--- src/sv/csc_pkg.sv ---
// Shared constants for the circle versus segment contact test.
package csc_pkg;
    localparam int COORD_WIDTH_DEF = 16;
    localparam int MAX_CALC_WIDTH = 30;
    localparam int RADIUS_W = 15;
    localparam int RSQ_W = 2 * RADIUS_W;
    localparam int T_FRAC = 16;
    localparam int T_W = T_FRAC + 1;
    localparam logic [RADIUS_W-1:0] RADIUS_RESET = 15'd1600;
endpackage

--- src/sv/csc_div.sv ---
// Pipelined restoring divider, one quotient bit per stage, with side payload.
module csc_div #(
    parameter int RW = 63,
    parameter int QW = csc_pkg::T_FRAC,
    parameter int PLW = 8
) (
    input  logic          clk,
    input  logic          rst_n,
    input  logic          en,
    input  logic          in_valid,
    input  logic [RW-1:0] in_rem,
    input  logic [RW-1:0] in_den,
    input  logic [PLW-1:0] in_pl,
    output logic          out_valid,
    output logic [QW-1:0] out_q,
    output logic [PLW-1:0] out_pl
);
    import csc_pkg::*;

    logic          v_reg   [QW];
    logic [RW-1:0] rem_reg [QW];
    logic [RW-1:0] den_reg [QW];
    logic [QW-1:0] q_reg   [QW];
    logic [PLW-1:0] pl_reg [QW];

    always_ff @(posedge clk or negedge rst_n)
    begin
        if (!rst_n)
        begin
            for (int i = 0; i < QW; i++)
            begin
                v_reg[i] <= 1'b0;
            end
        end
        else if (en)
        begin
            v_reg[0] <= in_valid;
            for (int i = 1; i < QW; i++)
            begin
                v_reg[i] <= v_reg[i-1];
            end
        end
    end

    for (genvar k = 0; k < QW; k++)
    begin : g_step
        logic [RW-1:0] rem_in;
        logic [RW-1:0] den_in;
        logic [QW-1:0] q_in;
        logic [PLW-1:0] pl_in;
        logic [RW:0]   shifted;
        logic          take;

        if (k == 0)
        begin : g_first
            assign rem_in = in_rem;
            assign den_in = in_den;
            assign q_in = '0;
            assign pl_in = in_pl;
        end
        else
        begin : g_rest
            assign rem_in = rem_reg[k-1];
            assign den_in = den_reg[k-1];
            assign q_in = q_reg[k-1];
            assign pl_in = pl_reg[k-1];
        end

        assign shifted = {rem_in, 1'b0};
        assign take = shifted >= {1'b0, den_in};

        always_ff @(posedge clk)
        begin
            if (en)
            begin
                rem_reg[k] <= take ? RW'(shifted - {1'b0, den_in}) : shifted[RW-1:0];
                den_reg[k] <= den_in;
                q_reg[k] <= {q_in[QW-2:0], take};
                pl_reg[k] <= pl_in;
            end
        end
    end

    assign out_valid = v_reg[QW-1];
    assign out_q = q_reg[QW-1];
    assign out_pl = pl_reg[QW-1];
endmodule

--- config.mk ---
export PLATFORM = sky130hd
export DESIGN_NAME = csc_div
export DESIGN_NICKNAME = d
export VERILOG_FILES = /design/src/sv/csc_pkg.sv /design/src/sv/csc_div.sv
export SDC_FILE = /design/constraint.sdc
export NUM_CORES = 2
export LEC_CHECK = 0
export BUFFER_PORTS_ARGS = -buffer_cell sky130_fd_sc_hd__clkbuf_2
export CAP_MARGIN = 20
export CORE_MARGIN = 2
export CORE_UTILIZATION = 55
export CTS_CLUSTER_DIAMETER = 80
export DETAILED_ROUTE_END_ITERATION = 12
export PLACE_DENSITY = 0.72
export SETUP_SLACK_MARGIN = 0.02
export SKIP_LAST_GASP = 1
export SYNTH_ARGS = -nofsm -noshare
export SYNTH_HDL_FRONTEND = slang
export SYNTH_SLANG_ARGS = --single-unit
--- constraint.sdc ---
create_clock -name clk -period 5.72 [get_ports clk]
set_input_delay 0.572 -clock clk [delete_from_list [all_inputs] [get_ports clk]]
set_output_delay 0.572 -clock clk [all_outputs]
set_load 0.01 [all_outputs]
==> impl_metrics.ini <==
[status]
status = finished clean

[worst_hold_path]
whs_endpoint = rem_reg[0][21]$_DFFE_PP_
hp-start = in_rem[20]
hold-path-cell-count = 3
hold_path_class = input pin to flip-flop

[floorplan]
die_height_um = 498
die_area_mm2 = 0.248
num_rows = 181
core_mm2 = 0.243
start_util_pct = 55.2
ios = 163
die_x_um = 498

[logic_synthesis]
synth-edff-count = 2154
synth_area_mm2 = 0.134
synth_top_area_cell = edfxtp_1
yosysUniqueCellTypes = 94
postSynthAreaPerCell_um2 = 10.1
ys_async_sr_fraction_pct = 0.737
syn_inst = 13300
ys_seq_area_share_pct = 48.5
synthTopCellsByArea = edfxtp_1 48%, ha_1 9.4%, a21oi_1 5.4%
synth_top_area_share_pct = 48.2
synth_ff_type = edfxtp_1
syn_nets = 14500
ys_ff_latch = 2170
yosys_warnings = 0

[clock_tree]
cts_made_buffers = 230
cts.clk_slew.worst_paths_ps = 70
max-clock-path-buffers = 3
clk-insertion-delay-late_ps = 890
cts_setup_buffers = 0
cts_tree = yes
cts_sinks = 2170
htree_levels = 4
ctsResizeCount = 0
cts-root-buf = clkbuf_16

[detailed_routing]
ant_nets = 0
drtIter0Drc = 6530
num_vias = 99100
viasPerCell = 5.89
totalWireLength_mm = 335
routedWlPerCell_um = 19.9
route.detailed.drc = 0
first_pass_iters = 6

[critical_path]
rr_worst_depth = 13
critPathRequiredTime_ps = 6340
worstSetupPathType = flip-flop to flip-flop
critPathArrivalTime_ps = 5710
worst_r2r_endpoint = rem_reg[1][1]$_DFFE_PP_
startpoint_type = flip-flop
cp_max_fo = 65
rr_startpoint = rem_reg[0][441]$_SDFFCE_PN0P_
cp-end-kind = flip-flop
r2r_slack_ps = 630
critPathLaunch = rem_reg[0][441]$_SDFFCE_PN0P_

[power_and_ir_drop]
powerDensity_mw_per_mm2 = 573
p_leak_nw = 61.2
total_power_mw = 84.2
clkPwrFrac_pct = 17.7
seq_power_share_pct = 31.5
power.net_switching_mw = 34.4
combPwrFrac_pct = 50.8
intPower_mw = 49.8
p_sw_share_pct = 40.9
vdd_drop_max_mv = 0.325

[placement]
gp_congestion = 0.978
place_area_mm2 = 0.138
io_buffers = 162
hpwl_mm = 260

[finish]
finalNetCount = 14600
drive_gt1_share_pct = 6.72
fin_area_mm2 = 0.147
area_growth_pct = 9.63

[sta]
rsz0062_at_grt = false
fin_setup_tns_ps = 0
finalHoldViolCount = 0
finalCritPeriodShare_pct = 89.0
fin_skew_ps = 52.2
fin_crit_ps = 5090
setup_violations = 0
clock.fmax_mhz = 196
tightest_slew_ps = 1170
relSlewSlack_pct = 21.2
slew_violations = 0

[global_routing]
grt_first_pass_wirelength_mm = 529
grt_pass1_vias = 101000
grt_antenna_before_repair = 2
grt_max_degree = 162
overflow = 0
grtUsageTotal_pct = 26.5

[flow_run]
max_cap_viol_count = 0
==> layout by cell type (no fill, tap or decap), types with 32 or more instances in the layout <==
| master | instances |
|---|---|
| clkinv_2 | 46 |
| or2_2 | 32 |
| nand2b_1 | 115 |
| xor2_1 | 349 |
| a31oi_1 | 114 |
| nand2_1 | 1116 |
| a21oi_1 | 1439 |
| o21ai_0 | 983 |
| and3_1 | 88 |
| mux2_2 | 147 |
| ha_1 | 1007 |
| nor2_1 | 921 |
| or3_1 | 42 |
| o31ai_1 | 65 |
| a21o_1 | 661 |
| nor4_1 | 47 |
| a31o_2 | 32 |
| o21bai_1 | 196 |
| o211ai_1 | 50 |
| o21a_1 | 99 |
| clkbuf_16 | 232 |
| dlygate4sd3_1 | 93 |
| clkbuf_2 | 161 |
| nand3_1 | 176 |
| nor2b_1 | 127 |
| clkbuf_1 | 42 |
| nand4_1 | 301 |
| inv_1 | 1251 |
| buf_4 | 111 |
| xnor2_1 | 533 |
| edfxtp_1 | 2154 |
| and2_1 | 56 |
| a211oi_1 | 68 |
| a221oi_1 | 32 |
| clkinv_1 | 47 |
| a21boi_0 | 43 |
| nor3_1 | 138 |
==> synth_stat cells (117+ instances only) <==
cell	n
a31oi_1	117
edfxtp_1	2154
a21oi_1	1440
ha_1	1007
nor2b_1	127
nor2_1	921
nor3_1	138
nand3_1	176
xnor2_1	533
o21bai_1	196
inv_1	1252
clkbuf_1	422
nand4_1	301
nand2_1	1116
xor2_1	349
mux2_2	147
a21o_1	661
o21ai_0	985
==> metrics by stage <==
stage,setup WS (ps),instances,utilization [%],hold WS [ps]
floorplan,1820,13300,-,276
global placement,666,16300,57.0,400
detailed placement,587,16300,57.0,405
CTS,638,16800,60.5,0.242
global route,445,16800,60.5,46.5
finish,630,16800,60.5,75.2
==> how the worst max path moves through the flow <==
stage | endpoint | slack (ps)
3_5_place_dp | rem_reg[0][59]$_DFFE_PP_ | 590
5_1_grt | rem_reg[0][439]$_DFFE_PP_ | 450
4_1_cts | rem_reg[1][62]$_DFFE_PP_ | 640
2_1_floorplan | rem_reg[1][1]$_DFFE_PP_ | 1820
3_3_place_gp | rem_reg[0][59]$_DFFE_PP_ | 670
6_report | rem_reg[1][1]$_DFFE_PP_ | 630
==> repair_timing <==
action                                  4_1_cts  5_1_grt
endpoints found under the hold margin       108        0
endpoints found under the setup margin        0        0
hold buffers                                 93        0
==> worst max-delay path, stage by stage, from the launching register on <==
cell and delay [ps]:
edfxtp_1 450, fa_1 490, a21o_1 210, a21oi_1 370
o211ai_1 260, a221oi_2 550, a31oi_1 280, a221o_1 460
a21oi_1 470, nand3_1 130, a21o_1 220, a31oi_4 210
buf_12 260, mux2_2 380
==> routing by layer <==
layer,wire length (µm),vias up,global-route usage (%)
met3,12700,1033,2.57
met5,0,-,0
met1,127000,46300,28.8
li1,-,48600,-
met4,23800,0,17.1
met2,171000,3191,49.2
==> power by group through the flow <==
stage | clock [mW] | sequential, mW | combinational (mW)
finish | 14.9 | 26.5 | 42.8
CTS | 15.2 | 26.5 | 42.2
global route | 15.8 | 26.9 | 47.3
global placement | 0 | 26.7 | 41.1
floorplan | 0 | 25.7 | 31.6
detailed placement | 0 | 26.7 | 41.9
==> logic make-up (layout without fill, tap and decap cells) <==
kind of cell	count (synthesis)	after routing	synth area share, %
flops	2170	2170	48.5
other cells	0	2	0
buf+inv	1775	2079	5.08
mux	149	149	1.25
simple gates	3239	3239	11.1
fa+ha+maj	1022	1022	9.62
compound gates	4076	4076	18.6
xor+xnor	882	882	5.76
==> area by class of cell <==
cell class	instances	area, µm²
Antenna cell	2	5.00
Clock buffer	277	6000
Clock inverter	152	1610
Fill cell	19700	95800
Inverter	1253	4700
Multi-Input combinational cell	9368	62400
Sequential cell	2170	65100
Tap cell	3202	4010
Timing Repair Buffer	397	3200
(Power assumes the default switching activity.)
